===== src/pfb_pkg.sv =====
// Shared types and codes for the page framebuffer draw and flush block.
// No dependencies; used by pfb_ctrl, pfb_dp and the top level.
package pfb_pkg;

  localparam logic [2:0] REQ_FILL    = 3'd0;
  localparam logic [2:0] REQ_PIXEL   = 3'd1;
  localparam logic [2:0] REQ_RECT    = 3'd2;
  localparam logic [2:0] REQ_OUTLINE = 3'd3;
  localparam logic [2:0] REQ_HLINE   = 3'd4;
  localparam logic [2:0] REQ_FLUSH   = 3'd5;

  localparam logic [1:0] KIND_DONE = 2'd0;
  localparam logic [1:0] KIND_WIN  = 2'd1;
  localparam logic [1:0] KIND_DATA = 2'd2;
  localparam logic [1:0] KIND_REJ  = 2'd3;

  // Segment shapes handed to the pixel walker.
  localparam logic [2:0] SEG_PIX   = 3'd0;
  localparam logic [2:0] SEG_RECT  = 3'd1;
  localparam logic [2:0] SEG_HLINE = 3'd2;
  localparam logic [2:0] SEG_TOP   = 3'd3;
  localparam logic [2:0] SEG_BOT   = 3'd4;
  localparam logic [2:0] SEG_LEFT  = 3'd5;
  localparam logic [2:0] SEG_RIGHT = 3'd6;

  localparam int HALF_BYTES = 64;
  localparam int HALF_BITS  = HALF_BYTES * 8;

  localparam logic [7:0] WIN_COL_CMD  = 8'h21;
  localparam logic [7:0] WIN_COL_LO   = 8'h00;
  localparam logic [7:0] WIN_COL_HI   = 8'h7F;
  localparam logic [7:0] WIN_PAGE_CMD = 8'h22;
  localparam logic [7:0] BYTE_ON      = 8'hFF;
  localparam logic [7:0] BYTE_OFF     = 8'h00;

  typedef struct packed {
    logic       accept;
    logic       sweep_on;
    logic       sweep_lit;
    logic       seg_load;
    logic [2:0] seg_sel;
    logic       pix_rd;
    logic       pix_wr;
    logic       gat_init;
    logic       gat_rd;
    logic       out_load;
    logic [1:0] out_kind;
    logic       page_next;
  } pfb_cmd_t;

  typedef struct packed {
    logic [2:0] req_type;
    logic       wh_zero;
    logic       seg_empty;
    logic       seg_last;
    logic       sweep_last;
    logic       col_last;
    logic       slot_free;
    logic       reject;
    logic       cnt_zero;
    logic       data_last;
  } pfb_stat_t;

endpackage


===== src/pfb_ctrl.sv =====
// Controller state machine for the page framebuffer block.
// Depends on pfb_pkg; issues commands to pfb_dp and reads its status.
module pfb_ctrl (
  input  logic               clk,
  input  logic               rst_n,
  input  logic               in_valid,
  output logic               in_ready,
  input  pfb_pkg::pfb_stat_t stat_i,
  output pfb_pkg::pfb_cmd_t  cmd_o
);
  import pfb_pkg::*;

  localparam logic [3:0] S_CLR    = 4'd0;
  localparam logic [3:0] S_IDLE   = 4'd1;
  localparam logic [3:0] S_DISP   = 4'd2;
  localparam logic [3:0] S_SWEEP  = 4'd3;
  localparam logic [3:0] S_SEGCHK = 4'd4;
  localparam logic [3:0] S_PRD    = 4'd5;
  localparam logic [3:0] S_PWR    = 4'd6;
  localparam logic [3:0] S_DONE   = 4'd7;
  localparam logic [3:0] S_REJ    = 4'd8;
  localparam logic [3:0] S_WIN    = 4'd9;
  localparam logic [3:0] S_GRD    = 4'd10;
  localparam logic [3:0] S_GWT    = 4'd11;
  localparam logic [3:0] S_GOUT   = 4'd12;

  logic [3:0] state_r, state_nxt;
  logic [2:0] seg_r, seg_nxt;

  assign in_ready = (state_r == S_IDLE);

  always_comb begin
    state_nxt = state_r;
    seg_nxt   = seg_r;
    cmd_o     = '0;
    case (state_r)
      S_CLR: begin
        cmd_o.sweep_on = 1'b1;
        if (stat_i.sweep_last) begin
          state_nxt = S_IDLE;
        end
      end
      S_IDLE: begin
        if (in_valid) begin
          cmd_o.accept = 1'b1;
          state_nxt    = S_DISP;
        end
      end
      S_DISP: begin
        state_nxt = S_DONE;
        case (stat_i.req_type)
          REQ_FILL: state_nxt = S_SWEEP;
          REQ_PIXEL, REQ_RECT, REQ_HLINE: begin
            seg_nxt = (stat_i.req_type == REQ_PIXEL) ? SEG_PIX :
                      (stat_i.req_type == REQ_RECT) ? SEG_RECT : SEG_HLINE;
            cmd_o.seg_load = 1'b1;
            cmd_o.seg_sel  = seg_nxt;
            state_nxt      = S_SEGCHK;
          end
          REQ_OUTLINE: begin
            if (!stat_i.wh_zero) begin
              seg_nxt        = SEG_TOP;
              cmd_o.seg_load = 1'b1;
              cmd_o.seg_sel  = SEG_TOP;
              state_nxt      = S_SEGCHK;
            end
          end
          REQ_FLUSH: state_nxt = stat_i.reject ? S_REJ : S_WIN;
          default: ;
        endcase
      end
      S_SWEEP: begin
        cmd_o.sweep_on  = 1'b1;
        cmd_o.sweep_lit = 1'b1;
        if (stat_i.sweep_last) begin
          state_nxt = S_DONE;
        end
      end
      S_SEGCHK: begin
        state_nxt = stat_i.seg_empty ? S_DONE : S_PRD;
      end
      S_PRD: begin
        cmd_o.pix_rd = 1'b1;
        state_nxt    = S_PWR;
      end
      S_PWR: begin
        cmd_o.pix_wr = 1'b1;
        state_nxt    = S_PRD;
        if (stat_i.seg_last) begin
          // The outline walks its top, bottom, left and right edges in turn.
          if (seg_r == SEG_TOP || seg_r == SEG_BOT || seg_r == SEG_LEFT) begin
            seg_nxt        = seg_r + 3'd1;
            cmd_o.seg_load = 1'b1;
            cmd_o.seg_sel  = seg_nxt;
            state_nxt      = S_SEGCHK;
          end else begin
            state_nxt = S_DONE;
          end
        end
      end
      S_DONE, S_REJ: begin
        if (stat_i.slot_free) begin
          cmd_o.out_load = 1'b1;
          cmd_o.out_kind = (state_r == S_REJ) ? KIND_REJ : KIND_DONE;
          state_nxt      = S_IDLE;
        end
      end
      S_WIN: begin
        if (stat_i.slot_free) begin
          cmd_o.out_load = 1'b1;
          cmd_o.out_kind = KIND_WIN;
          cmd_o.gat_init = 1'b1;
          state_nxt      = stat_i.cnt_zero ? S_IDLE : S_GRD;
        end
      end
      S_GRD: begin
        cmd_o.gat_rd = 1'b1;
        if (stat_i.col_last) begin
          state_nxt = S_GWT;
        end
      end
      S_GWT: state_nxt = S_GOUT;
      S_GOUT: begin
        if (stat_i.slot_free) begin
          cmd_o.out_load  = 1'b1;
          cmd_o.out_kind  = KIND_DATA;
          cmd_o.page_next = 1'b1;
          state_nxt       = stat_i.data_last ? S_IDLE : S_GRD;
        end
      end
      default: state_nxt = S_IDLE;
    endcase
  end

  always_ff @(posedge clk) begin
    if (!rst_n) begin
      state_r <= S_CLR;
      seg_r   <= SEG_PIX;
    end else begin
      state_r <= state_nxt;
      seg_r   <= seg_nxt;
    end
  end

  a_accept_idle: assert property (@(posedge clk) disable iff (!rst_n)
    cmd_o.accept |=> (state_r == S_DISP)) else $error("accept did not dispatch");
  a_walk_excl: assert property (@(posedge clk) disable iff (!rst_n)
    !(cmd_o.gat_rd && (cmd_o.pix_rd || cmd_o.sweep_on))) else $error("port conflict");
  a_gwt_after_grd: assert property (@(posedge clk) disable iff (!rst_n)
    (state_r == S_GWT) |-> $past(cmd_o.gat_rd)) else $error("gather drain out of order");

endmodule


===== config.mk =====
export PLATFORM = sky130hd
export DESIGN_NAME = pfb_ctrl
export DESIGN_NICKNAME = d
export VERILOG_FILES = /design/src/pfb_pkg.sv /design/src/pfb_ctrl.sv
export SDC_FILE = /design/constraint.sdc
export NUM_CORES = 1
export LEC_CHECK = 0
export BUFFER_PORTS_ARGS = -buffer_cell sky130_fd_sc_hd__buf_2
export CAP_MARGIN = 20
export CORE_MARGIN = 2
export CORE_UTILIZATION = 40
export DETAILED_ROUTE_END_ITERATION = 12
export GPL_TIMING_DRIVEN = 0
export PLACE_DENSITY = 0.76
export SLEW_MARGIN = 15
export SYNTH_ARGS = -nofsm -noshare
export SYNTH_HDL_FRONTEND = slang
export SYNTH_SLANG_ARGS = --single-unit

===== constraint.sdc =====
create_clock -name clk -period 1.7 [get_ports clk]
set_input_delay 0.085 -clock clk [delete_from_list [all_inputs] [get_ports clk]]
set_output_delay 0.085 -clock clk [all_outputs]
set_load 0.1 [all_outputs]

==> results_dict.tcl, run 1 <==
set metrics [dict create \
    status "finished with violations" \
    violations "setup timing" \
    startpoint_type "flip-flop" \
    dp_slack_ns -0.152 \
    cap_violations 0 \
    row_count 17 \
    synth_cell_types 46 \
    period_minus_slack_ns 2.07 \
    final_nets 187 \
    rsz0062_at_grt "yes" \
    routabilityCongestion 0.881 \
    design_area_um2 1670 \
    power_density_nw_per_um2 518 \
    ant_nets 0 \
    area_growth_pct 87.7 \
    portBuffers 29 \
    r2r_start "seg_r[1]" \
    cts_buffers 3 \
    clk_pin_slew_worst_paths_ns 0.06 \
    h-tree-depth 1 \
    finClkSkew_ns 0.00735 \
    drt-total-wl_um 3950 \
    worstRegToRegCells 9 \
    core-area_um2 2150 \
    synth.area.top_cells "dfxtp_1 16%, a21oi_1 6.2%, ha_1 4.2%" \
    max_freq_mhz 484 \
    slew_headroom 0.673 \
    die_h_um 51.1 \
    ys_seq_area_frac 0.158 \
    ys_top_cells_by_count "11 x a21oi_1, 9 x nand2_1, 9 x nor2_1" \
    reg2reg_to "seg_r[0]" \
    grt_use_met2 0.457 \
    slew_viol_final 0 \
    cp.arrival_ns 1.98 \
    crit_type "reg2out" \
    viasPerCell 6.27 \
    met3_usage 0.0117 \
    yosysWarnings 0 \
    final.period_utilization 1.22 \
    grt_util_all_layers 0.271 \
    grt_pass1_wl_um 5330 \
    die_area_um2 2610 \
    setup_ws_ns -0.366 \
    setup_tns_ns -2.32 \
    critPathLaunch "seg_r[1]" \
    io-pin-count 31 \
    clk_path_buf_depth 2 \
    wl_per_cell_um 20.1 \
    synth_edf_count 0 \
    met1_usage 0.352 \
    cellLeakagePower_nw 0.617 \
    clk_latency_ns 0.27 \
    vdd_ir_drop_max_mv 0.337 \
    grt_pass1_vias 1154 \
    crit_required_ns 1.62 \
    drt-initial-drc-count 50 \
    post-synth-top-count-cell "a21oi_1" \
    initial_utilization 0.414 \
    vias 1228 \
    ys_async_sr_fraction 0 \
    yosysTopAreaCellShare 0.158 \
    syn_avg_cell_area_um2 7.34 \
    finalHoldViolCount 0 \
    cp-endpoint "cmd_o[11]" \
    grt_max_degree 11 \
    cts.sinks 7 \
    r2r_slack_ns -0.33 \
    place.detailed.hpwl_um 2100 \
    syn_inst 121 \
    busiest_layer "met2" \
    antenna_found_initial 0 \
    yosys_register_bits 7 \
    firstDrtPassIters 4 \
    cts_tree "built" \
    tightestPinTransition_ns 0.493 \
    syn_area_um2 888 \
    drive_gt1_frac 0.577 \
    n_antenna_cell 0 \
    synth.largest_area_cell "dfxtp_1" \
    cts-root-buf "clkbuf_4" \
    grt-ovfl-total 0 \
    drc 0 \
    setup_viol 13 \
    final_util 0.776 \
    hold_path_class "in2reg" \
    hold_buffers 0 \
    place_area_um2 1270 \
    path_max_fanout 2 \
    synth-main-ff-cell "dfxtp_1" \
    syn_nets 139 \
    die_w_um 51.1 \
    end_kind "output port" \
    timing.hold.ws_ns 0.143 \
]
-- per-layer routing --
metal / share of wire / vias to the layer above
met5: 0 / -
met4: 0.038 / 0
met3: 0.067 / 17
met2: 0.50 / 77
met1: 0.40 / 572
li1: - / 562
-- repair_timing --
| item | CTS | global route |
|---|---|---|
| pin swaps | 7 | 10 |
| cloned | 1 | 0 |
| resized for setup | 49 | 20 |
| buffers inserted | 11 | 3 |
| setup endpoints to repair | 21 | 19 |
-- layout by cell type (no fill, tap or decap), types with 3 or more instances in the layout --
master,instances
nand2_1,7
nor2_1,6
buf_2,18
buf_4,12
nor2_4,3
a211oi_1,4
clkbuf_4,4
a21oi_1,8
buf_12,8
a21boi_1,3
o21ai_0,4
dfxtp_4,4
buf_6,7
o21ai_1,3
nor2b_1,4
-- worst min path at each step --
| stage | from | to | slack [ns] | depth (start not counted) |
|---|---|---|---|---|
| finish | rst_n | state_r[2] | 0.14 | 2 |
| global route | rst_n | state_r[2] | 0.16 | 2 |
| CTS | rst_n | seg_r[0] | 0.12 | 2 |
| detailed placement | rst_n | seg_r[0] | 0.38 | 2 |
| global placement | rst_n | seg_r[0] | 0.37 | 2 |
| floorplan | rst_n | seg_r[0] | 0.20 | 1 |
-- power breakdown --
part / switching (mW) / internal, mW / leakage, nW
Clock: 0.0822 / 0.0909 / 0.0150
Combinational: 0.338 / 0.171 / 0.541
Sequential: 0.0113 / 0.170 / 0.0607
Total: 0.432 / 0.432 / 0.617
-- worst max-delay path, cell delays in order (launching register included) --
cell,delay [ns]
dfxtp_2,0.34
inv_2,0.05
ha_2,0.17
or3b_4,0.40
o2111a_2,0.20
a31oi_4,0.22
clkinvlp_4,0.14
buf_12,0.18
-- state kept, by name, indices dropped and copies added, names as in the netlist --
signal	flops
seg_r	3
state_r	4
-- cells by family after synthesis --
| kind of cell | count (synthesis) | synth area share |
|---|---|---|
| AOI/OAI and AO/OA | 43 | 0.349 |
| and+or+nand+nor | 51 | 0.338 |
| xor gates and xnor gates | 1 | 0.00986 |
| buffers and inverters | 14 | 0.0732 |
| muxes | 1 | 0.0169 |
| DFF | 7 | 0.158 |
| adders and majority gates | 4 | 0.0549 |
-- metrics by stage --
stage | instances | total power, mW
finish | 196 | 0.864
global route | 196 | 0.886
CTS | 194 | 0.808
detailed placement | 178 | 0.607
global placement | 178 | 0.601
floorplan | 121 | 0.529
-- area by class of cell --
class                      count  area (um^2)
inverter                       5         26.3
fill                         148          480
clock buffer                   4         26.3
timing repair buffer          43          390
buffer                         9          134
sequential                     7          158
multi-input combinational    100          898
tap                           28         35.0
No activity file was read; power rests on OpenSTA's default activity.
==> run 2, diff against run 1 <==
--- a/config.mk
+++ b/config.mk
@@ -12,6 +12,7 @@
 export DETAILED_ROUTE_END_ITERATION = 12
 export GPL_TIMING_DRIVEN = 0
 export PLACE_DENSITY = 0.76
+export RECOVER_POWER = 25
 export SLEW_MARGIN = 15
 export SYNTH_ARGS = -nofsm -noshare
 export SYNTH_HDL_FRONTEND = slang
==> run 2 against run 1 <==
The flow still finishes with violations (setup timing); critical endpoint unchanged; routed wire length decreased by 0.43%; via count increased by 0.98%; largest power group unchanged; utilization unchanged; critical path depth unchanged; fmax decreased by 0.21%; worst hold slack improved by 0.00079 ns; clock skew decreased by 0.0011 ns.
==> results_dict.tcl, run 2 (synthesis gave the netlist of run 1 again) <==
set metrics [dict create \
    crit_type "reg2out" \
    firstDrtPassIters 4 \
    setup_tns_ns -2.38 \
    grt_pass1_vias 1154 \
    cts_tree "built" \
    cts_buffers 3 \
    antenna_found_initial 0 \
    max_freq_mhz 483 \
    rsz0062_at_grt "yes" \
    setup_viol 13 \
    r2r_start "seg_r[1]" \
    path_max_fanout 2 \
    slew_headroom 0.674 \
    final.period_utilization 1.22 \
    grt_util_all_layers 0.271 \
    worstRegToRegCells 9 \
    drive_gt1_frac 0.577 \
    area_growth_pct 87.7 \
    cap_violations 0 \
    wl_per_cell_um 20.0 \
    cellLeakagePower_nw 0.615 \
    drc 0 \
    cts-root-buf "clkbuf_4" \
    whs_endpoint "state_r[2]" \
    final_common_cell "buf_2" \
    end_kind "output port" \
    ant_nets 0 \
    core-area_um2 2150 \
    seqCellArea_um2 158 \
    clk_latency_ns 0.27 \
    cp.arrival_ns 1.99 \
    die_h_um 51.1 \
    hold_buffers 0 \
    finClkSkew_ns 0.00625 \
    period_minus_slack_ns 2.07 \
    crit_required_ns 1.62 \
    largest_register_ffs 4 \
    die_area_um2 2610 \
    final_cell_mix "18 x buf_2, 10 x buf_4, 8 x buf_12, 8 x a21oi_1" \
    drt-total-wl_um 3930 \
    min_from "rst_n" \
    startpoint_type "flip-flop" \
    regMostFlops "state_r" \
    io-pin-count 31 \
    hold_depth 2 \
    portBuffers 29 \
    clk_pin_slew_worst_paths_ns 0.06 \
    grt-ovfl-total 0 \
    drt-initial-drc-count 50 \
    row_count 17 \
    routabilityCongestion 0.881 \
    hold_path_class "in2reg" \
    h-tree-depth 1 \
    reg2reg_to "seg_r[0]" \
    vdd_ir_drop_max_mv 0.337 \
    vias 1240 \
    n_antenna_cell 0 \
    slew_viol_final 0 \
    dp_slack_ns -0.152 \
    viasPerCell 6.33 \
    initial_utilization 0.414 \
    setup_ws_ns -0.371 \
    place.detailed.hpwl_um 2100 \
    power_density_nw_per_um2 516 \
    cts.sinks 7 \
    finalHoldViolCount 0 \
    num-fill-cells 148 \
    die_w_um 51.1 \
    status "finished with violations" \
    violations "setup timing" \
    multiInputGateArea_um2 898 \
    tightestPinTransition_ns 0.493 \
    clk_path_buf_depth 2 \
    top_regs "state_r x4, seg_r x3" \
    final_nets 187 \
    grt_max_degree 11 \
    grt_pass1_wl_um 5330 \
    r2r_slack_ns -0.34 \
]
==> run 2: changes by cell type in the layout (fill, tap and decap cells not counted), sizes merged <==
cell    before  now
clkbuf       9   11
buf         47   45
==> run 2: layout make-up <==
| cell class | instances | share of cell area |
|---|---|---|
| timing repair buffer | 43 | 0.234 |
| buffer | 9 | 0.0803 |
| multi-input combinational | 100 | 0.539 |
| clock buffer | 4 | 0.0158 |
| sequential | 7 | 0.0945 |
| tap | 28 | 0.0210 |
| inverter | 5 | 0.0158 |
==> run 2: per-layer routing <==
| layer | up-vias | part of all wire | GRT usage |
|---|---|---|---|
| li1 | 562 | - | - |
| met2 | 78 | 0.49 | 0.457 |
| met5 | - | 0 | 0 |
| met1 | 579 | 0.40 | 0.352 |
| met3 | 21 | 0.060 | 0.0117 |
| met4 | 0 | 0.042 | 0.135 |
==> run 2: power by group <==
part | leakage (nW) | total (mW) | switching [mW] | internal, mW
Clock | 0.0150 | 0.170 | 0.0790 | 0.0907
Sequential | 0.0607 | 0.181 | 0.0113 | 0.170
Combinational | 0.540 | 0.510 | 0.339 | 0.171
Total | 0.615 | 0.861 | 0.429 | 0.432
==> run 2: stage by stage <==
stage / utilization / total power [mW] / hold WS [ns] / area, um^2 / cells
after floorplan: - / 0.529 / 0.202 / 1090 / 121
after global placement: 0.592 / 0.601 / 0.371 / 1270 / 178
after detailed placement: 0.592 / 0.607 / 0.385 / 1270 / 178
after CTS: 0.740 / 0.808 / 0.119 / 1590 / 194
after global routing: 0.776 / 0.886 / 0.158 / 1670 / 196
final: 0.776 / 0.861 / 0.144 / 1670 / 196
==> run 2: worst max path at each step <==
stage	slack (ns)	from	to	cells after the start
3_5_place_dp	-0.15	seg_r[0]	cmd_o[11]	7
6_report	-0.37	seg_r[1]	cmd_o[11]	7
2_1_floorplan	-0.12	seg_r[0]	cmd_o[11]	6
5_1_grt	-0.40	seg_r[1]	cmd_o[11]	7
3_3_place_gp	-0.13	state_r[1]	state_r[1]	6
4_1_cts	-0.27	seg_r[0]	cmd_o[11]	7
==> run 2: timing repair <==
| action | in CTS | in global routing |
|---|---|---|
| gates cloned | 1 | 0 |
| setup endpoints to repair | 21 | 19 |
| resized for setup | 49 | 20 |
| pin swaps | 7 | 10 |
| setup buffers | 11 | 3 |
==> run 2: worst max-delay path, stage by stage, from the launching register on <==
cell and delay [ns]:
dfxtp_2 0.34, inv_2 0.05, ha_2 0.18, or3b_4 0.40
o2111a_2 0.20, a31oi_4 0.22, clkinvlp_4 0.15, buf_12 0.18
